[src/hw/rtl/czd_pkg.sv]
`timescale 1ns / 1ps
`default_nettype none

package czd_pkg;

	localparam int BYTE_W = 8;
	localparam int POS_W = 16;
	localparam int ZCNT_W = 4;
	localparam int NWR_W = 5;
	localparam int QUEUE_DEPTH = 2;

	localparam logic [POS_W-1:0] HEADER_BYTES = 16'd5;
	localparam logic [POS_W-1:0] MAX_LEN_RESET = 16'd2048;

	// Code bytes of the encoding.
	localparam logic [BYTE_W-1:0] CODE_RAW = 8'hD0;
	localparam logic [BYTE_W-1:0] CODE_BAD_A = 8'hD1;
	localparam logic [BYTE_W-1:0] CODE_BAD_B = 8'hD2;
	localparam logic [BYTE_W-1:0] CODE_PAIR = 8'hE0;
	localparam logic [BYTE_W-1:0] CODE_BAD_C = 8'hFF;
	localparam logic [BYTE_W-1:0] RAW_RUN = 8'hCF;

	typedef enum logic [1:0] {
		STATUS_NONE = 2'd0,
		STATUS_DONE = 2'd1,
		STATUS_ERROR = 2'd2,
		STATUS_TIMEOUT = 2'd3
	} status_t;

	// One decoded input byte, as handed from the front end to the write sequencer.
	typedef struct packed {
		logic data_wr;
		logic [BYTE_W-1:0] data_val;
		logic [POS_W-1:0] base_pos;
		logic [NWR_W-1:0] n_writes;
		status_t status;
		logic [POS_W-1:0] flen;
	} job_t;

endpackage

`default_nettype wire

[src/hw/rtl/czd_ifs.sv]
`timescale 1ns / 1ps
`default_nettype none

interface czd_enc_if;
	logic valid;
	logic ready;
	logic no_byte;
	logic [czd_pkg::BYTE_W-1:0] rx_byte;

	modport source(output valid, no_byte, rx_byte, input ready);
	modport sink(input valid, no_byte, rx_byte, output ready);
endinterface

interface czd_dec_if;
	logic valid;
	logic ready;
	logic write_valid;
	logic [czd_pkg::POS_W-1:0] write_pos;
	logic [czd_pkg::BYTE_W-1:0] write_value;
	logic [1:0] status;
	logic [czd_pkg::POS_W-1:0] frame_length;
	logic last;

	modport source(output valid, write_valid, write_pos, write_value, status, frame_length,
		last, input ready);
	modport sink(input valid, write_valid, write_pos, write_value, status, frame_length,
		last, output ready);
endinterface

interface czd_cfg_if;
	logic valid;
	logic ready;
	logic [czd_pkg::POS_W-1:0] max_frame_len;

	modport source(output valid, max_frame_len, input ready);
	modport sink(input valid, max_frame_len, output ready);
endinterface

`default_nettype wire

[src/hw/rtl/czd_front.sv]
`timescale 1ns / 1ps
`default_nettype none

module czd_front (
	input  logic           clk,
	input  logic           arst_n,
	czd_enc_if.sink        enc,
	czd_cfg_if.sink        cfg,
	input  logic           q_full,
	output logic           push,
	output czd_pkg::job_t  job
);

	logic                          in_frame_q, in_frame_n;
	logic                          length_known_q, length_known_n;
	logic                          len_fault_q, len_fault_n;
	logic [czd_pkg::POS_W-1:0]     total_len_q, total_len_n;
	logic [czd_pkg::POS_W-1:0]     write_index_q, write_index_n;
	logic [czd_pkg::BYTE_W-1:0]    data_left_q, data_left_n;
	logic [czd_pkg::ZCNT_W-1:0]    zeros_pending_q, zeros_pending_n;
	logic [czd_pkg::BYTE_W-1:0]    len_hi_q, len_hi_n;
	logic [czd_pkg::BYTE_W-1:0]    len_lo_q, len_lo_n;
	logic [czd_pkg::POS_W-1:0]     max_len_q;

	logic                          accept;
	logic [czd_pkg::POS_W:0]       len_sum;
	logic                          eval;
	logic                          len_over;
	logic                          len_ok;
	logic [czd_pkg::POS_W-1:0]     tl_eff;
	logic                          code_bad;
	logic [czd_pkg::BYTE_W-1:0]    code_dl;
	logic [czd_pkg::ZCNT_W-1:0]    code_z;
	logic                          mid;
	logic [czd_pkg::BYTE_W-1:0]    dl_dec;
	logic [czd_pkg::ZCNT_W-1:0]    zero_n;
	logic [czd_pkg::POS_W:0]       p0;
	logic [czd_pkg::POS_W:0]       pos_end;
	logic [czd_pkg::POS_W:0]       room;
	logic                          data_wr;
	logic [czd_pkg::ZCNT_W-1:0]    zcnt;
	logic                          step_err;
	logic                          done;

	assign enc.ready = !q_full;
	assign cfg.ready = 1'b1;
	assign accept = enc.valid && enc.ready;
	assign push = accept;

	// Length evaluation, code decode and write-count arithmetic for the current byte.
	always_comb begin
		len_sum = 17'(czd_pkg::HEADER_BYTES) + {1'b0, len_hi_q, len_lo_q};
		eval = (write_index_q >= 16'd2) && !length_known_q && !len_fault_q;
		len_over = eval && (len_sum > {1'b0, max_len_q});
		len_ok = eval && !len_over;
		tl_eff = len_ok ? len_sum[czd_pkg::POS_W-1:0] : total_len_q;

		code_bad = 1'b0;
		code_dl = '0;
		code_z = '0;
		if (enc.rx_byte < czd_pkg::CODE_RAW) begin
			code_dl = enc.rx_byte - 8'd1;
			code_z = 4'd1;
		end else if (enc.rx_byte == czd_pkg::CODE_RAW) begin
			code_dl = czd_pkg::RAW_RUN;
		end else if (enc.rx_byte == czd_pkg::CODE_BAD_A || enc.rx_byte == czd_pkg::CODE_BAD_B) begin
			code_bad = 1'b1;
		end else if (enc.rx_byte < czd_pkg::CODE_PAIR) begin
			code_z = 4'(enc.rx_byte - czd_pkg::CODE_RAW);
		end else if (enc.rx_byte < czd_pkg::CODE_BAD_C) begin
			code_dl = enc.rx_byte - czd_pkg::CODE_PAIR;
			code_z = 4'd2;
		end else begin
			code_bad = 1'b1;
		end

		mid = data_left_q != '0;
		dl_dec = data_left_q - 8'd1;
		if (mid) begin
			zero_n = (dl_dec == '0) ? zeros_pending_q : '0;
		end else begin
			zero_n = (code_dl == '0) ? code_z : '0;
		end

		p0 = {1'b0, write_index_q} + 17'(mid);
		pos_end = p0 + 17'(zero_n);
		data_wr = mid && (write_index_q < tl_eff);
		room = 17'(tl_eff) - p0;
		if (p0 >= 17'(tl_eff)) begin
			zcnt = '0;
		end else if (room > 17'(zero_n)) begin
			zcnt = zero_n;
		end else begin
			zcnt = room[czd_pkg::ZCNT_W-1:0];
		end

		step_err = len_fault_q || len_over || (!mid && code_bad);
		done = pos_end >= 17'(tl_eff);
	end

	// Next state and the job for the write sequencer.
	always_comb begin
		in_frame_n = in_frame_q;
		length_known_n = length_known_q;
		len_fault_n = len_fault_q;
		total_len_n = total_len_q;
		write_index_n = write_index_q;
		data_left_n = data_left_q;
		zeros_pending_n = zeros_pending_q;
		len_hi_n = len_hi_q;
		len_lo_n = len_lo_q;

		job.data_wr = 1'b0;
		job.data_val = enc.rx_byte;
		job.base_pos = '0;
		job.n_writes = '0;
		job.status = czd_pkg::STATUS_NONE;
		job.flen = '0;

		if (enc.no_byte) begin
			job.status = czd_pkg::STATUS_TIMEOUT;
		end else if (enc.rx_byte == '0) begin
			in_frame_n = 1'b1;
			length_known_n = 1'b0;
			len_fault_n = 1'b0;
			total_len_n = czd_pkg::HEADER_BYTES;
			write_index_n = '0;
			data_left_n = '0;
			zeros_pending_n = '0;
			len_hi_n = '0;
			len_lo_n = '0;
		end else if (in_frame_q) begin
			if (len_ok) begin
				total_len_n = tl_eff;
				length_known_n = 1'b1;
			end
			if (len_over) begin
				len_fault_n = 1'b1;
			end
			if (step_err) begin
				job.status = czd_pkg::STATUS_ERROR;
			end else begin
				if (mid) begin
					data_left_n = dl_dec;
					if (dl_dec == '0) begin
						zeros_pending_n = '0;
					end
				end else if (code_dl != '0) begin
					data_left_n = code_dl;
					zeros_pending_n = code_z;
				end

				write_index_n = pos_end[czd_pkg::POS_W] ? '1 : pos_end[czd_pkg::POS_W-1:0];

				// The length header lives at positions 0 and 1; track what lands there.
				if (data_wr && write_index_q == 16'd0) begin
					len_hi_n = enc.rx_byte;
				end
				if (data_wr && write_index_q == 16'd1) begin
					len_lo_n = enc.rx_byte;
				end
				if (p0 == 17'd0 && zcnt != '0) begin
					len_hi_n = '0;
				end
				if ((p0 == 17'd0 && zcnt >= 4'd2) || (p0 == 17'd1 && zcnt != '0)) begin
					len_lo_n = '0;
				end

				if (done) begin
					in_frame_n = 1'b0;
					job.status = czd_pkg::STATUS_DONE;
					job.flen = tl_eff;
				end

				job.data_wr = data_wr;
				job.base_pos = data_wr ? write_index_q : p0[czd_pkg::POS_W-1:0];
				job.n_writes = 5'(data_wr) + 5'(zcnt);
			end
		end
	end

	always_ff @(posedge clk or negedge arst_n) begin
		if (!arst_n) begin
			in_frame_q <= 1'b0;
			length_known_q <= 1'b0;
			len_fault_q <= 1'b0;
			total_len_q <= czd_pkg::HEADER_BYTES;
			write_index_q <= '0;
			data_left_q <= '0;
			zeros_pending_q <= '0;
			len_hi_q <= '0;
			len_lo_q <= '0;
		end else if (accept) begin
			in_frame_q <= in_frame_n;
			length_known_q <= length_known_n;
			len_fault_q <= len_fault_n;
			total_len_q <= total_len_n;
			write_index_q <= write_index_n;
			data_left_q <= data_left_n;
			zeros_pending_q <= zeros_pending_n;
			len_hi_q <= len_hi_n;
			len_lo_q <= len_lo_n;
		end
	end

	always_ff @(posedge clk or negedge arst_n) begin
		if (!arst_n) begin
			max_len_q <= czd_pkg::MAX_LEN_RESET;
		end else if (cfg.valid) begin
			max_len_q <= cfg.max_frame_len;
		end
	end

endmodule

`default_nettype wire

[src/hw/rtl/czd_queue.sv]
`timescale 1ns / 1ps
`default_nettype none

module czd_queue #(
	parameter int DEPTH = czd_pkg::QUEUE_DEPTH
) (
	input  logic           clk,
	input  logic           arst_n,
	input  logic           push,
	input  czd_pkg::job_t  push_job,
	output logic           full,
	input  logic           pop,
	output logic           head_valid,
	output czd_pkg::job_t  head_job
);

	localparam int PTR_W = $clog2(DEPTH);
	localparam int CNT_W = $clog2(DEPTH + 1);

	czd_pkg::job_t     mem_q [DEPTH];
	logic [PTR_W-1:0]  wr_ptr_q;
	logic [PTR_W-1:0]  rd_ptr_q;
	logic [CNT_W-1:0]  count_q;

	assign full = count_q == CNT_W'(DEPTH);
	assign head_valid = count_q != '0;
	assign head_job = mem_q[rd_ptr_q];

	always_ff @(posedge clk) begin
		if (push) begin
			mem_q[wr_ptr_q] <= push_job;
		end
	end

	always_ff @(posedge clk or negedge arst_n) begin
		if (!arst_n) begin
			wr_ptr_q <= '0;
			rd_ptr_q <= '0;
			count_q <= '0;
		end else begin
			if (push) begin
				wr_ptr_q <= (wr_ptr_q == PTR_W'(DEPTH - 1)) ? '0 : wr_ptr_q + 1'b1;
			end
			if (pop) begin
				rd_ptr_q <= (rd_ptr_q == PTR_W'(DEPTH - 1)) ? '0 : rd_ptr_q + 1'b1;
			end
			if (push && !pop) begin
				count_q <= count_q + 1'b1;
			end else if (pop && !push) begin
				count_q <= count_q - 1'b1;
			end
		end
	end

endmodule

`default_nettype wire

[src/hw/rtl/czd_back.sv]
`timescale 1ns / 1ps
`default_nettype none

module czd_back (
	input  logic           clk,
	input  logic           arst_n,
	input  logic           head_valid,
	input  czd_pkg::job_t  head_job,
	output logic           pop,
	czd_dec_if.source      dec
);

	czd_pkg::job_t               job_q;
	logic                        busy_q;
	logic [czd_pkg::ZCNT_W-1:0]  idx_q;
	logic                        is_last;
	logic                        has_write;
	logic                        load;

	assign has_write = job_q.n_writes != '0;
	assign is_last = (5'(idx_q) + 5'd1) >= job_q.n_writes;
	assign load = !busy_q || (dec.ready && is_last);
	assign pop = head_valid && load;

	assign dec.valid = busy_q;
	assign dec.write_valid = has_write;
	assign dec.write_pos = has_write ? job_q.base_pos + 16'(idx_q) : '0;
	assign dec.write_value = (has_write && idx_q == '0 && job_q.data_wr) ? job_q.data_val : '0;
	assign dec.status = is_last ? job_q.status : czd_pkg::STATUS_NONE;
	assign dec.frame_length = is_last ? job_q.flen : '0;
	assign dec.last = is_last;

	always_ff @(posedge clk) begin
		if (pop) begin
			job_q <= head_job;
		end
	end

	always_ff @(posedge clk or negedge arst_n) begin
		if (!arst_n) begin
			busy_q <= 1'b0;
			idx_q <= '0;
		end else if (load) begin
			busy_q <= head_valid;
			idx_q <= '0;
		end else if (dec.ready) begin
			idx_q <= idx_q + 1'b1;
		end
	end

`ifndef SYNTHESIS
	a_nowrite_is_last: assert property (@(posedge clk) disable iff (!arst_n)
		dec.valid && !dec.write_valid |-> dec.last)
		else $error("result without a write is not the last of its byte");

	a_status_on_last: assert property (@(posedge clk) disable iff (!arst_n)
		dec.valid && !dec.last |-> dec.status == czd_pkg::STATUS_NONE &&
			dec.frame_length == 16'd0)
		else $error("status or frame length shown before the last result");

	a_pos_steps: assert property (@(posedge clk) disable iff (!arst_n)
		dec.valid && dec.ready && !dec.last |=>
			dec.valid && dec.write_valid && dec.write_pos == 16'($past(dec.write_pos) + 16'd1))
		else $error("write position did not advance by one within a byte");

	a_pop_when_free: assert property (@(posedge clk) disable iff (!arst_n)
		pop |-> !busy_q || (dec.valid && dec.ready && dec.last))
		else $error("job taken while the current one is still being written");
`endif

endmodule

`default_nettype wire

[src/hw/rtl/cobs_zpe_zre_frame_decoder_core.sv]
`timescale 1ns / 1ps
`default_nettype none

// Channel | Role   | Transaction carries
// enc     | sink   | no_byte, rx_byte: one received encoded byte or a timeout
// dec     | source | write_valid, write_pos, write_value, status, frame_length, last
// cfg     | sink   | max_frame_len write, always ready
//
// The front end decodes one byte per cycle and queues a job for it while the queue has room.
// Each byte gives 1 to 15 results, one per cycle from the write sequencer while dec.ready
// is high; a byte without writes gives one, a data byte up to 3, the longest zero run 15.
// Reset clears the frame state and sets max_frame_len to 2048; no clearing pass is needed.
// A low dec.ready holds the current result; the QUEUE_DEPTH-entry job queue lets the front end
// keep taking bytes meanwhile, and enc.ready drops only when that queue is full.

module cobs_zpe_zre_frame_decoder_core #(
	parameter int QUEUE_DEPTH = czd_pkg::QUEUE_DEPTH
) (
	input  logic        clk,
	input  logic        arst_n,
	czd_enc_if.sink     enc,
	czd_dec_if.source   dec,
	czd_cfg_if.sink     cfg
);

	logic           q_full;
	logic           q_push;
	czd_pkg::job_t  q_push_job;
	logic           q_pop;
	logic           q_head_valid;
	czd_pkg::job_t  q_head_job;

	czd_front u_front (
		.clk    (clk),
		.arst_n (arst_n),
		.enc    (enc),
		.cfg    (cfg),
		.q_full (q_full),
		.push   (q_push),
		.job    (q_push_job)
	);

	czd_queue #(
		.DEPTH (QUEUE_DEPTH)
	) u_queue (
		.clk        (clk),
		.arst_n     (arst_n),
		.push       (q_push),
		.push_job   (q_push_job),
		.full       (q_full),
		.pop        (q_pop),
		.head_valid (q_head_valid),
		.head_job   (q_head_job)
	);

	czd_back u_back (
		.clk        (clk),
		.arst_n     (arst_n),
		.head_valid (q_head_valid),
		.head_job   (q_head_job),
		.pop        (q_pop),
		.dec        (dec)
	);

endmodule

`default_nettype wire

[src/flat_wrapper.sv]
// flat-port wrapper written by rule: the top's interface ports become plain ports
module cobs_zpe_zre_frame_decoder_core_flat 
#(
	parameter int QUEUE_DEPTH = czd_pkg::QUEUE_DEPTH
)
  (clk, arst_n, enc_valid, enc_no_byte, enc_rx_byte, enc_ready, dec_valid, dec_write_valid, dec_write_pos, dec_write_value, dec_status, dec_frame_length, dec_last, dec_ready, cfg_valid, cfg_max_frame_len, cfg_ready);
  czd_enc_if enc_i ();
  czd_dec_if dec_i ();
  czd_cfg_if cfg_i ();
  input  logic clk;
  input  logic arst_n;
  input wire logic [$bits(enc_i.valid)-1:0] enc_valid;
  input wire logic [$bits(enc_i.no_byte)-1:0] enc_no_byte;
  input wire logic [$bits(enc_i.rx_byte)-1:0] enc_rx_byte;
  output wire logic [$bits(enc_i.ready)-1:0] enc_ready;
  output wire logic [$bits(dec_i.valid)-1:0] dec_valid;
  output wire logic [$bits(dec_i.write_valid)-1:0] dec_write_valid;
  output wire logic [$bits(dec_i.write_pos)-1:0] dec_write_pos;
  output wire logic [$bits(dec_i.write_value)-1:0] dec_write_value;
  output wire logic [$bits(dec_i.status)-1:0] dec_status;
  output wire logic [$bits(dec_i.frame_length)-1:0] dec_frame_length;
  output wire logic [$bits(dec_i.last)-1:0] dec_last;
  input wire logic [$bits(dec_i.ready)-1:0] dec_ready;
  input wire logic [$bits(cfg_i.valid)-1:0] cfg_valid;
  input wire logic [$bits(cfg_i.max_frame_len)-1:0] cfg_max_frame_len;
  output wire logic [$bits(cfg_i.ready)-1:0] cfg_ready;
  assign enc_i.valid = enc_valid;
  assign enc_i.no_byte = enc_no_byte;
  assign enc_i.rx_byte = enc_rx_byte;
  assign enc_ready = enc_i.ready;
  assign dec_valid = dec_i.valid;
  assign dec_write_valid = dec_i.write_valid;
  assign dec_write_pos = dec_i.write_pos;
  assign dec_write_value = dec_i.write_value;
  assign dec_status = dec_i.status;
  assign dec_frame_length = dec_i.frame_length;
  assign dec_last = dec_i.last;
  assign dec_i.ready = dec_ready;
  assign cfg_i.valid = cfg_valid;
  assign cfg_i.max_frame_len = cfg_max_frame_len;
  assign cfg_ready = cfg_i.ready;
  cobs_zpe_zre_frame_decoder_core #(.QUEUE_DEPTH(QUEUE_DEPTH)) u_core (.clk(clk), .arst_n(arst_n), .enc(enc_i), .dec(dec_i), .cfg(cfg_i));
endmodule
[config.mk]
export PLATFORM = sky130hd
export DESIGN_NAME = cobs_zpe_zre_frame_decoder_core_flat
export DESIGN_NICKNAME = d
export VERILOG_FILES = /design/src/hw/rtl/czd_pkg.sv /design/src/hw/rtl/czd_ifs.sv /design/src/hw/rtl/czd_front.sv /design/src/hw/rtl/czd_queue.sv /design/src/hw/rtl/czd_back.sv /design/src/hw/rtl/cobs_zpe_zre_frame_decoder_core.sv /design/src/flat_wrapper.sv
export SDC_FILE = /design/constraint.sdc
export NUM_CORES = 1
export LEC_CHECK = 0
export ABC_AREA = 1
export BUFFER_PORTS_ARGS = -buffer_cell sky130_fd_sc_hd__buf_2
export CAP_MARGIN = 20
export CORE_MARGIN = 2
export CORE_UTILIZATION = 30
export CTS_CLUSTER_SIZE = 30
export DETAILED_ROUTE_END_ITERATION = 10
export PLACE_DENSITY = 0.5
export SYNTH_ARGS = -nofsm -noshare
export SYNTH_HDL_FRONTEND = slang
export SYNTH_HIERARCHICAL = 1
export SYNTH_SLANG_ARGS = --single-unit
export TNS_END_PERCENT = 1
[constraint.sdc]
create_clock -name clk -period 13.85 [get_ports clk]
set_input_delay 2.77 -clock clk [delete_from_list [all_inputs] [get_ports clk]]
set_output_delay 2.77 -clock clk [all_outputs]
set_load 0.03 [all_outputs]
* Yosys cells after proc, flatten, opt, wreduce, memory -nomap -nowiden
Memories as Yosys holds them, arrays and structs flattened. A register that Yosys moved wholly into a read port is not among the register bits.
Cells that the tools add are included.
** Word-level totals
- Register bits :: 88
- RAM bits :: 96
- Bits of input ports :: 30
- Logic and storage cells :: 195
- Memories :: 1
** Operators by class
- $add $sub $neg :: 16
- Order comparisons :: 11
- Equal/unequal tests :: 8
- Mux-type cells :: 85
- Bitwise gates (word level) :: 1
- Reductions and logical operators :: 58
** Memory list
- u_core.u_queue.mem_q :: depth 2, bits a word 48, rd ports 1, clocked after Yosys merged registers in 1, write ports 1, RTL line czd_queue.sv:20 : czd_pkg::job_t mem_q [DEPTH];
** Operator list (count)
- 2-to-1 mux 16 bit :: 13
- 2-to-1 mux 8 bit :: 21
- 2-to-1 mux 39 bit :: 2
- 2-to-1 mux 4 bit :: 17
- 2-to-1 mux 21 bit :: 2
- >= comparator 17 x 16 -> 1 bit :: 2
- equality test 8 bit, second input constant :: 3
- logical NOT 8 bit :: 3
- less-than comparator 8 bit, second input constant :: 3
- 2-to-1 mux 1 bit :: 23
- logical AND 1 bit :: 18
- adder 16 x 1 -> 17 bit :: 1
- adder 17 x 4 -> 17 bit :: 1
- adder 3 x 16 -> 17 bit, first input constant :: 1
- equality test 17 x 1 -> 1 bit, second input constant :: 1
- > comparator 17 x 16 -> 1 bit :: 1
- > comparator 17 x 4 -> 1 bit :: 1
- logical NOT 17 bit :: 1
- 2-to-1 mux 17 bit :: 1
- subtractor 16 x 17 -> 17 bit :: 1
- adder 16 x 4 -> 16 bit :: 1
- equality test 16 x 1 -> 1 bit, second input constant :: 1
- >= comparator 16 x 2 -> 1 bit, second input constant :: 1
- logical NOT 16 bit :: 1
- 29 further kinds :: 59

* Longest topological paths before layout
Gate-level depths: netlist of the first run.
- Depth in word-level cells :: 19
- Depth in mapped cells :: 46

* Modules after synthesis
Netlist of the first run, hierarchy kept.
** By module, submodules not included
- czd_front :: instances 1, cells an instance 1348, area each 8744.6 um^2, sequential area each 1980.6 um^2
- czd_queue :: instances 1, cells an instance 174, area each 3716.1 um^2, sequential area each 2982.9 um^2
- czd_back :: instances 1, cells an instance 280, area each 2687.6 um^2, sequential area each 1566.5 um^2

* Worst setup path before layout of the first run
No wires, ideal clock.
- Path type :: input to register
- From :: in enc_rx_byte[0]
- To :: mem u_core/u_queue/mem_q[0][10] in the netlist's numbering, data pin
- Setup time :: 0.141 ns
- Arrival time :: 7.056 ns
- Data required time :: 13.709 ns
- Slack :: 6.653 ns
- Stages :: 37
- Path buffers :: 1
- Path through :: inv_1 -> ha_1 -> nand2_1 -> nor2_2 -> nor2_4 -> nand2_1 -> o21ai_1 -> nand2_1 -> a21oi_1 -> nand3_1 -> o21ai_0 -> ha_1 -> fa_1 -> nand2_1 -> nand2_1 -> a21oi_1 -> nor2_1 -> nand3_1 -> nor2_1 -> inv_1 -> nor2_2 -> inv_2 -> nor2_2 -> nand2_1 -> nor2_1 -> nand2_1 -> nand2_1 -> inv_1 -> ha_1 -> nand2_1 -> or4_1 -> nor4_1 -> a21oi_1 -> nand3b_2 -> nand3_2 -> buf_6 -> nor2_2
** RTL lines
- start: declaration :: RTL line flat_wrapper.sv:14 : input wire logic [$bits(enc_i.rx_byte)-1:0] enc_rx_byte;
- end: declaration :: RTL line czd_queue.sv:20

==> parameters.txt, run 1 <==
Parameter                              Value

Status
  Result of the run    complete, no violations

Route
  Routed len/inst    15.8 um
  Mean number of vias per cell    4.68
  Antenna-violating nets left    0
  Post-route DRC    0
  Initial DRC Count    803
  Number of vias after detailed routing    12100
  TritonRoute pass-1 iters    7
  Routed wire length    40800 um

Timing
  Worst setup margin    5740 ps
  Shortest period the worst path allows    8110 ps
  Final Hold Fails    0
  Max_slew headroom    39.4%
  Peak clock frequency supported by timing    0.123 GHz
  Endpoints failing setup    0
  Final Cycle Share    58.6%
  Setup TNS    0 ps
  Min Hold Slack    492 ps
  RSZ-0062 raised after global routing    no
  Transition time of the tightest slew-check pin    908 ps
  Maximum clock skew at final layout    19.6 ps
  Final count of pins violating max slew    0

Synth
  Number of nets produced by synthesis    1933
  Mean instance size in the synthesized netlist    8.41 um2
  Fraction of the yosys area taken by sequential cells    43.1%
  Multiplexer area fraction after synthesis    3.89%
  Combinational family with the most area after synthesis    simple AND/OR/NAND/NOR gates
  Simple-gate area share of the yosys netlist    24.8%
  Fraction of the mapped netlist area in adder cells    8.49%
  Warnings from Yosys    6
  Share of the synthesized area in compound gates (AO/OA/AOI/OAI)    8.17%
  Number of standard cells after synthesis    1802
  Share of the synthesized netlist area taken by xor and xnor gates    2.59%
  Seq cells post-synth    232
  Mapped cell area    15100 um2
  Number of library cell types mapped by synthesis    68

Worst setup path
  Critical path capture point type    flop
  Startpoint of the worst register-to-register path    u_core/u_front/len_lo_q[0]
  Max Fanout on Critical Path    14
  Worst path slowest cell    sky130_fd_sc_hd__or4_1
  Startpoint of the most critical setup path    enc_rx_byte[0]
  Setup slack on the worst flop-to-flop path    6370 ps
  Worst R2R End    u_core/u_queue/mem_q[1][20]
  Data arrival time at the worst-slack endpoint    8490 ps
  Crit path required time    14230 ps
  Critical path start-end classification    input port to flop
  Setup crit start kind    input port
  Length in cells of the worst reg-to-reg path    36
  Crit path top cell by count    sky130_fd_sc_hd__nand2_1
  Worst path max stage delay    520 ps
  Worst setup endpoint    u_core/u_queue/mem_q[1][15]

Placement
  Number of input and output port buffers inserted    75
  Routability congestion estimate    0.884
  Post-Place Setup Slack    5230 ps
  HPWL after detailed placement    31800 um

CTS
  Post-CTS Repair Setup Buffers    0
  Max clock buf depth    3
  CTS sink cnt    232
  CTS Hold Bufs    0
  Maximum level of the CTS H-tree    1
  Clock latency reported for the late side of the worst-skew pair    560 ps
  Resized cells post-CTS    0
  Number of buffers created by CTS    27
  Root cell of the clock tree    sky130_fd_sc_hd__clkbuf_16
  TritonCTS clock tree    done
  Clock transition at the registers of the reported paths    60 ps

Floorplanning
  Vertical extent of the die    229 um
  Area enclosed by the die boundary    52300 um2
  Total I/O pin count    77
  Row count    82
  Initial Util    30.3%
  Horizontal die dimension    229 um
  Placeable core region    50000 um2

Power
  Clock group share of total power    21.6%
  Switching pwr    0.00144 W
  Leakage    8.01 nW
  Largest vdd supply drop    0.0830 mV
  Final total power    0.00329 W
  Sequential fraction of design power    29.8%
  Switching portion of total power    43.8%
  P per Cell Area    191 nW/um2
  Internal Power    0.00185 W
  Relative contribution of combinational cells to total power    48.6%

Global route
  Number of global-route vias before repair    11500
  Total track usage    15.4%
  Remaining global-route overflow    0
  Number of antenna violations at the first check in global routing    1
  Largest net degree at the start of global routing    59
  Wire length of the first global-routing pass    64300 um

Cells and area
  Final Net Count    2014
  Fill cell count    5201
  Growth of design area from synthesis to finish    13.4%
  Share of the core filled with cells in the final layout    34.4%
  Fraction of final layout cells with drive strength greater than 1    15.4%

Run
  Max-capacitance violation count    0

Min path
  Worst Hold Class    flop to flop
## through the flow
stage,std cells,area (um2)
floorplan,1802,15100
global placement,2525,16300
detailed placement,2526,16300
CTS,2576,17200
global route,2576,17200
finish,2577,17200
## worst min path at each step
stage / endpoint / depth (start not counted) / startpoint
4_1_cts: u_core/u_queue/count_q[1] / 2 / u_core/u_queue/count_q[1]
3_5_place_dp: u_core/u_queue/count_q[1] / 2 / u_core/u_queue/count_q[1]
6_report: u_core/u_front/total_len_q[15] / 2 / u_core/u_front/total_len_q[15]
3_3_place_gp: u_core/u_queue/count_q[1] / 2 / u_core/u_queue/count_q[1]
2_1_floorplan: u_core/u_queue/count_q[1] / 2 / u_core/u_queue/count_q[1]
5_1_grt: u_core/u_queue/count_q[1] / 2 / u_core/u_queue/count_q[1]
## area by class of cell
cell class,count,area (um2),share of cell area [%]
Antenna cell,1,2.50,0.0146
Clock buffer,37,753,4.38
Clock inverter,13,141,0.823
Inverter,292,1100,6.38
Multi-Input combinational cell,1237,7290,42.4
Sequential cell,232,6530,38.0
Tap cell,672,841,4.89
Timing Repair Buffer,93,526,3.06
## power groups by stage
stage | sequential [W] | combinational, W | clock (W)
CTS | 0.000982 | 0.00161 | 0.000732
finish | 0.000981 | 0.00160 | 0.000710
floorplan | 0.000985 | 0.00119 | 0
global route | 0.000996 | 0.00178 | 0.000759
detailed placement | 0.000995 | 0.00160 | 0
global placement | 0.000994 | 0.00158 | 0
## cells by family (layout without fill, tap and decap cells)
| logic type | Yosys count | after routing |
|---|---|---|
| fa+ha+maj | 101 | 101 |
| flops | 232 | 232 |
| xor+xnor | 43 | 43 |
| mux | 49 | 49 |
| buf+inv | 333 | 435 |
| compound gates | 217 | 217 |
| simple gates | 826 | 826 |
| other cells | 1 | 2 |
## worst max-delay path: cells and delay by family
family	cells	cell delay, ps
fa+ha+maj	4	1050
buf+inv	5	450
simple gates	23	3400
compound gates	5	810
## metal layers
metal	global-route usage, %	wire [um]	vias to the layer above
met5	0	0	-
met4	3.86	922	0
met3	2.11	2060	53
met2	25.1	18600	283
met1	21.5	19200	5620
li1	-	-	6100
## registers in the layout, summed over array words and instances, names as in the netlist
signal and cells:
u_core/u_back/dec.valid 1, u_core/u_back/idx_q 4, u_core/u_back/job_q 48, u_core/u_front/data_left_q 8, u_core/u_front/in_frame_q 1, u_core/u_front/len_fault_q 1, u_core/u_front/len_hi_q 8, u_core/u_front/len_lo_q 8
u_core/u_front/length_known_q 1, u_core/u_front/max_len_q 16, u_core/u_front/total_len_q 16, u_core/u_front/write_index_q 16, u_core/u_front/zeros_pending_q 4, u_core/u_queue/count_q 2, u_core/u_queue/mem_q 96, u_core/u_queue/rd_ptr_q 1
u_core/u_queue/wr_ptr_q 1
## synth_stat cells, drive strengths merged
master  number  area, um2
a211oi       3       22.5
a21boi       4       30.0
a21o         4       30.0
a21oi       65        344
a22oi        3       22.5
a31o         1       8.76
a31oi        3       18.8
a32oi        1       8.76
and2         1       6.26
and3         4       25.0
buf         27        199
clkbuf      14       52.6
clkinv       2       7.51
conb         1       3.75
dfrtp       85       2130
dfstp        3       78.8
edfxtp     144       4320
fa           3       60.1
ha          98       1230
inv        290       1090
mux2        49        589
nand2      415       1630
nand3      107        573
nand3b       8       63.8
nand4       44        288
nor2       212        926
nor2b        1       6.26
nor3        21        131
nor3b        4       30.0
nor4         6       65.1
o211a        1       10.0
o211ai       1       7.51
o21a         1       7.51
o21ai      103        534
o21bai       3       22.5
o22ai       20        139
o31ai        3       22.5
o32ai        1       8.76
or2          2       12.5
or4          1       7.51
xnor2       10       87.6
xor2        33        304
## cell usage in the layout (no fill, tap or decap), types with 42 or more instances in the layout
| cell type | n |
|---|---|
| sky130_fd_sc_hd__nand2_1 | 391 |
| sky130_fd_sc_hd__inv_1 | 269 |
| sky130_fd_sc_hd__nor2_1 | 178 |
| sky130_fd_sc_hd__edfxtp_1 | 144 |
| sky130_fd_sc_hd__nand3_1 | 101 |
| sky130_fd_sc_hd__ha_1 | 98 |
| sky130_fd_sc_hd__o21ai_0 | 95 |
| sky130_fd_sc_hd__dfrtp_1 | 84 |
| sky130_fd_sc_hd__buf_2 | 74 |
| sky130_fd_sc_hd__a21oi_1 | 61 |
| sky130_fd_sc_hd__nand4_1 | 42 |
Note: power is estimated with default switching activity, not from simulation.
==> run 2, diff against run 1 <==
- PLACE_DENSITY: 0.5 -> 0.51
- clock period: 13.85 -> 7.04 ns (I/O delays scaled with it)
==> run 2 against run 1 <==
- worst hold slack got worse by 8.0 ps
- non-clock buffer count increased by 23
- critical path depth increased by 3
- global-route usage about the same
- core utilization increased by 0.56 points
==> parameters.txt, run 2 (synthesized netlist as in run 1, its figures left out) <==
Parameter                              Value

Route
  Mean number of vias per cell    4.69 (+0.21%)
  Post-route DRC    0 (unchanged)
  Antenna-violating nets left    0 (unchanged)
  Routed wire length    40800 um (about the same)
  Initial DRC Count    794 (-1.1%)
  TritonRoute pass-1 iters    6 (-1)
  Number of vias after detailed routing    12200 (+1.1%)
  Routed len/inst    15.7 um (-0.77%)

Worst setup path
  Setup slack on the worst flop-to-flop path    410 ps (-5960 ps)
  Worst path max stage delay    440 ps (-80 ps)
  Startpoint of the worst register-to-register path    u_core/u_front/len_lo_q[0]
  Critical path capture point type    flop
  Max Fanout on Critical Path    8 (-6)
  Critical path start-end classification    flop to flop
  Crit path top cell by count    sky130_fd_sc_hd__nand2_1
  Worst setup endpoint    u_core/u_queue/mem_q[1][20]
  Setup crit start kind    flop
  Startpoint of the most critical setup path    u_core/u_front/len_lo_q[0]
  Worst path slowest cell    sky130_fd_sc_hd__dfrtp_2
  Data arrival time at the worst-slack endpoint    6910 ps (-1580 ps)
  Worst R2R End    u_core/u_queue/mem_q[1][20]
  Length in cells of the worst reg-to-reg path    40 (+11%)
  Crit path required time    7320 ps (-6910 ps)

Placement
  Post-Place Setup Slack    142 ps (-5090 ps)
  HPWL after detailed placement    32000 um (+0.44%)
  Routability congestion estimate    0.884 (about the same)
  Number of input and output port buffers inserted    75 (unchanged)

Cells and area
  Share of the core filled with cells in the final layout    34.9% (+0.56 points)
  Antenna Diode Count    0 (-1)
  Final Net Count    2037 (+1.1%)
  Fraction of final layout cells with drive strength greater than 1    16.9% (+1.5 points)
  Registers with the most flip-flops    u_core/u_queue/mem_q x96, u_core/u_back/job_q x48
  Highest-count cells in the layout ignoring fill and taps    sky130_fd_sc_hd__nand2_1 (391), sky130_fd_sc_hd__inv_1 (269), sky130_fd_sc_hd__nor2_1 (177), sky130_fd_sc_hd__edfxtp_1 (144), sky130_fd_sc_hd__nand3_1 (101)
  Register bank with the most flops    u_core/u_queue/mem_q
  Max reg flops    96 (unchanged)
  Most common cell after layout, fill and taps aside    sky130_fd_sc_hd__nand2_1
  Growth of design area from synthesis to finish    15.3%

Power
  P per Cell Area    377 nW/um2 (+97%)
  Internal Power    0.00376 W (+100%)
  Final total power    0.00659 W (+100%)
  Switching portion of total power    43.0% (-0.86 points)
  Sequential fraction of design power    29.4% (-0.4 points)
  Largest vdd supply drop    0.176 mV (+110%)
  Relative contribution of combinational cells to total power    48.3% (-0.3 points)
  Clock group share of total power    22.4% (+0.8 points)
  Switching pwr    0.00283 W (+96%)
  Leakage    8.16 nW (+1.9%)

CTS
  Clock latency reported for the late side of the worst-skew pair    550 ps (about the same)
  Root cell of the clock tree    sky130_fd_sc_hd__clkbuf_16
  Clock transition at the registers of the reported paths    60 ps (about the same)
  Number of buffers created by CTS    27 (unchanged)
  CTS sink cnt    232 (unchanged)
  TritonCTS clock tree    done
  CTS Hold Bufs    0 (unchanged)
  Max clock buf depth    3 (unchanged)
  Post-CTS Repair Setup Buffers    0 (unchanged)
  Resized cells post-CTS    0 (unchanged)
  Maximum level of the CTS H-tree    1 (unchanged)

Global route
  Remaining global-route overflow    0 (unchanged)
  Largest net degree at the start of global routing    67 (+14%)
  Wire length of the first global-routing pass    64700 um (+0.49%)
  Number of global-route vias before repair    11700 (+2.0%)
  Total track usage    15.4% (+0.016 points)
  Number of antenna violations at the first check in global routing    1 (unchanged)

Status
  Result of the run    complete, no violations

Timing
  Final Cycle Share    94.2%
  Worst setup margin    406 ps (-5330 ps)
  Max_slew headroom    39.6% (+0.14 points)
  RSZ-0062 raised after global routing    yes
  Maximum clock skew at final layout    21.2 ps (+1.59 ps)
  Endpoints failing setup    0 (unchanged)
  Peak clock frequency supported by timing    0.151 GHz
  Transition time of the tightest slew-check pin    907 ps (-1.16 ps)
  Shortest period the worst path allows    6630 ps
  Final Hold Fails    0 (unchanged)
  Final count of pins violating max slew    0 (unchanged)

Floorplanning
  Vertical extent of the die    229 um (unchanged)
  Area enclosed by the die boundary    52300 um2 (unchanged)
  Total I/O pin count    77 (unchanged)
  Row count    82 (unchanged)
  Placeable core region    50000 um2 (unchanged)
  Initial Util    30.3% (unchanged)
  Horizontal die dimension    229 um (unchanged)

Min path
  Worst Hold Class    flop to flop

Run
  Max-capacitance violation count    0 (unchanged)
[run 2: worst min-delay path by stage]
stage / from / endpoint / slack, ps / cells past startpoint
2_1_floorplan: u_core/u_queue/count_q[1] / u_core/u_queue/count_q[1] / 440 / 2
3_3_place_gp: u_core/u_queue/count_q[1] / u_core/u_queue/count_q[1] / 450 / 2
3_5_place_dp: u_core/u_front/zeros_pending_q[2] / u_core/u_front/zeros_pending_q[2] / 470 / 2
4_1_cts: u_core/u_front/zeros_pending_q[2] / u_core/u_front/zeros_pending_q[2] / 490 / 2
5_1_grt: u_core/u_front/total_len_q[8] / u_core/u_front/total_len_q[8] / 520 / 2
6_report: u_core/u_queue/count_q[1] / u_core/u_queue/count_q[1] / 480 / 2
[run 2: layer usage]
layer  GRT usage, %  vias to the layer above  part of all wire (%)
met5              0                        -                     0
met4           4.00                        0                   2.0
met1           21.7                     5707                    47
met3           1.62                       48                   4.6
li1               -                     6134                     -
met2           25.2                      296                    46
[run 2: critical path, delay by kind of cell, from the launching register on]
| kind | cells | cell delay, ps |
|---|---|---|
| AO/OA/AOI/OAI | 6 | 970 |
| XOR/XNOR | 2 | 420 |
| adder cells (fa/ha/maj) | 4 | 1100 |
| buffers and inverters | 8 | 890 |
| flip-flops | 1 | 440 |
| AND/OR/NAND/NOR | 20 | 2500 |
[run 2: area by class of cell]
cell class              count  area, um2
well taps                 672        841
flip-flops and latches    232       6530
inverters                 292       1100
fillers                  5178      32500
clock buffers              36        759
clock inverters            14        185
repair buffers            116        731
multi-input cells        1237       7320
[run 2: stage by stage]
stage,std cells,instance area [um2],TNS [ps],hold WS (ps)
final,2599,17500,0,484
after global routing,2599,17500,-316,515
after CTS,2598,17400,0,488
after detailed placement,2548,16500,0,472
after global placement,2547,16500,0,454
after floorplan,1802,15100,0,442
[run 2: power by group through the flow]
stage	clock (W)	combinational, W	sequential, W
floorplan	0	0.00235	0.00194
global placement	0	0.00315	0.00196
detailed placement	0	0.00318	0.00196
CTS	0.00151	0.00320	0.00194
global route	0.00156	0.00355	0.00197
finish	0.00147	0.00318	0.00193
==> run 3, diff against run 2 <==
- PLACE_DENSITY: 0.51 -> unset
==> run 3 against run 2 <==
- register-to-register slack improved by 150 ps
- via count grew 1.0%
- combinational power down 2%
- core utilization decreased by 0.29 points
- final area down 0.82%
- routed wire length fell by 2.9%
- sequential cell count did not move
- worst hold slack worse by 6.6 ps
- critical endpoint unchanged
- critical path type unchanged
- worst setup slack improved by 150 ps
- largest cell class unchanged
- critical path depth fell by 4
- fmax increased by 2.3%
- clock power is 7% lower
==> parameters.txt, run 3 (synthesized netlist as in run 1, its figures left out) <==
Parameter                              Value

CTS
  Max clock buf depth    3 (unchanged)
  TritonCTS clock tree    done
  Maximum level of the CTS H-tree    1 (unchanged)
  CTS Hold Bufs    0 (unchanged)
  Root cell of the clock tree    sky130_fd_sc_hd__clkbuf_16
  Clock latency reported for the late side of the worst-skew pair    560 ps (about the same)
  CTS sink cnt    232 (unchanged)
  Clock transition at the registers of the reported paths    70 ps (about the same)
  Number of buffers created by CTS    26 (-3.7%)

Placement
  Routability congestion estimate    0.918 (+3.8%)
  Number of input and output port buffers inserted    75 (unchanged)
  Post-Place Setup Slack    125 ps (-17.1 ps)
  Post-Place Cells    2538 (-0.39%)
  HPWL after detailed placement    31300 um (-2.1%)

Timing
  Maximum clock skew at final layout    32.0 ps (+10.8 ps)
  Min Hold Slack    477 ps (-6.57 ps)
  RSZ-0062 raised after global routing    no
  Final count of pins violating max slew    0 (unchanged)
  Worst setup margin    557 ps (+151 ps)
  Endpoints failing setup    0 (unchanged)
  Setup TNS    0 ps (unchanged)
  Shortest period the worst path allows    6480 ps (-151 ps)
  Max_slew headroom    41.8% (+2.2 points)
  Final Hold Fails    0 (unchanged)
  Peak clock frequency supported by timing    0.154 GHz (+2.3%)
  Transition time of the tightest slew-check pin    873 ps (-33.5 ps)
  Final Cycle Share    92.1% (-2.1 points)

Worst setup path
  Startpoint of the worst register-to-register path    u_core/u_front/len_lo_q[0]
  Worst R2R End    u_core/u_queue/mem_q[1][20]
  Setup crit start kind    flop
  Crit path required time    7410 ps (+90 ps)
  Data arrival time at the worst-slack endpoint    6850 ps (-60 ps)
  Critical path start-end classification    flop to flop
  Critical path capture point type    flop
  Setup slack on the worst flop-to-flop path    560 ps (+150 ps)
  Max Fanout on Critical Path    16 (+8)
  Length in cells of the worst reg-to-reg path    36 (-10%)
  Largest delay share family, worst path    simple AND/OR/NAND/NOR gates
  Number of buffer and inverter stages on the critical path    4 (-4)
  Worst path slowest cell    sky130_fd_sc_hd__fa_1
  Startpoint of the most critical setup path    u_core/u_front/len_lo_q[0]
  Worst path max stage delay    550 ps (+110 ps)

Cells and area
  Fill cell count    5170 (-0.15%)
  Antenna Diode Count    0 (unchanged)
  Fraction of final layout cells with drive strength greater than 1    16.4% (-0.47 points)
  Multi-input combinational cell area    7350 um2 (+0.41%)
  Most common cell after layout, fill and taps aside    sky130_fd_sc_hd__nand2_1
  Max reg flops    96 (unchanged)
  Number of non-filler instances in the completed layout    2587 (-0.46%)
  Area used by sequential logic in the layout    6530 um2 (unchanged)
  Final Net Count    2026 (-0.54%)
  Register bank with the most flops    u_core/u_queue/mem_q
  Registers with the most flip-flops    u_core/u_queue/mem_q x96, u_core/u_back/job_q x48
  Growth of design area from synthesis to finish    14.3%
  Highest-count cells in the layout ignoring fill and taps    sky130_fd_sc_hd__nand2_1 (390), sky130_fd_sc_hd__inv_1 (269), sky130_fd_sc_hd__nor2_1 (176), sky130_fd_sc_hd__edfxtp_1 (144), sky130_fd_sc_hd__nand3_1 (101)

Power
  Leakage    8.07 nW (-1.1%)
  Final total power    0.00644 W (-2.3%)
  P per Cell Area    372 nW/um2 (-1.5%)
  Largest vdd supply drop    0.227 mV (+29%)

Run
  Max-capacitance violation count    0 (unchanged)

Global route
  Number of antenna violations at the first check in global routing    0 (-1)
  Wire length of the first global-routing pass    63200 um (-2.2%)
  Largest net degree at the start of global routing    67 (unchanged)
  Remaining global-route overflow    0 (unchanged)
  Total track usage    14.9% (-0.51 points)
  Number of global-route vias before repair    11800 (+0.56%)

Route
  TritonRoute pass-1 iters    8 (+2)
  Routed wire length    39600 um (-2.9%)
  Post-route DRC    0 (unchanged)
  Mean number of vias per cell    4.76 (+1.5%)
  Initial DRC Count    831 (+4.7%)
  Number of vias after detailed routing    12300 (+1.0%)
  Routed len/inst    15.3 um (-2.4%)
  Antenna-violating nets left    0 (unchanged)

Floorplanning
  Horizontal die dimension    229 um (unchanged)
  Placeable core region    50000 um2 (unchanged)
  Total I/O pin count    77 (unchanged)
  Area enclosed by the die boundary    52300 um2 (unchanged)
  Initial Util    30.3% (unchanged)
  Row count    82 (unchanged)
  Vertical extent of the die    229 um (unchanged)

Min path
  Hold depth    2 (unchanged)
  Min-Delay Endpoint    u_core/u_queue/count_q[1]
  Worst Hold Class    flop to flop
  Launch instance of the worst min-delay path    u_core/u_queue/count_q[1]

Status
  Result of the run    complete, no violations
## run 3: cell count changes in the layout (fill, tap and decap cells not counted), sizes merged
| cell | change |
|---|---|
| buf | -10 |
| clkbuf | -7 |
| bufinv | -1 |
| inv | -1 |
| clkinv | +7 |
## run 3: timing repair
action,CTS,global route
gates resized for setup,0,14
endpoints found under the hold margin,0,0
endpoints found under the setup margin,0,26
setup buffers,0,1
## run 3: cell type report
type | instances | share of cell area, %
Clock buffer | 29 | 3.94
Clock inverter | 19 | 1.14
Inverter | 292 | 6.33
Multi-Input combinational cell | 1237 | 42.4
Sequential cell | 232 | 37.7
Tap cell | 672 | 4.86
Timing Repair Buffer | 106 | 3.60
## run 3: routing by layer
metal | track usage (%) | up-vias | share of wire (%)
met5 | 0 | - | 0
met4 | 5.33 | 0 | 3.5
met3 | 1.61 | 76 | 4.2
met2 | 24.9 | 312 | 47
met1 | 19.9 | 5803 | 45
li1 | - | 6119 | -
## run 3: worst min-delay path, stage by stage (launching register included)
cell and delay (ps):
sky130_fd_sc_hd__dfrtp_1 350, sky130_fd_sc_hd__nand2_1 50, sky130_fd_sc_hd__nand2_1 50
## run 3: worst max path at each step
stage                     cells after the start  slack [ps]                          end
after floorplan                              37        1200  u_core/u_queue/mem_q[0][10]
after global placement                       38         350   u_core/u_queue/mem_q[0][1]
after detailed placement                     36         120  u_core/u_queue/mem_q[0][20]
after CTS                                    36          70  u_core/u_queue/mem_q[1][20]
after global routing                         39          20  u_core/u_queue/mem_q[1][20]
final                                        36         560  u_core/u_queue/mem_q[1][20]
## run 3: where the power goes
| part | total (W) | switching, W | internal, W | leakage (nW) |
|---|---|---|---|---|
| Combinational | 0.00313 | 0.00212 | 0.00101 | 5.23 |
| Clock | 0.00137 | 0.000558 | 0.000813 | 0.428 |
| Sequential | 0.00193 | 0.000129 | 0.00181 | 2.41 |
## run 3: through the flow
stage | cell area (um2) | utilization (%)
finish | 17300 | 34.7
global route | 17300 | 34.7
CTS | 17300 | 34.5
detailed placement | 16400 | 32.8
global placement | 16400 | 32.8
floorplan | 15100 | -
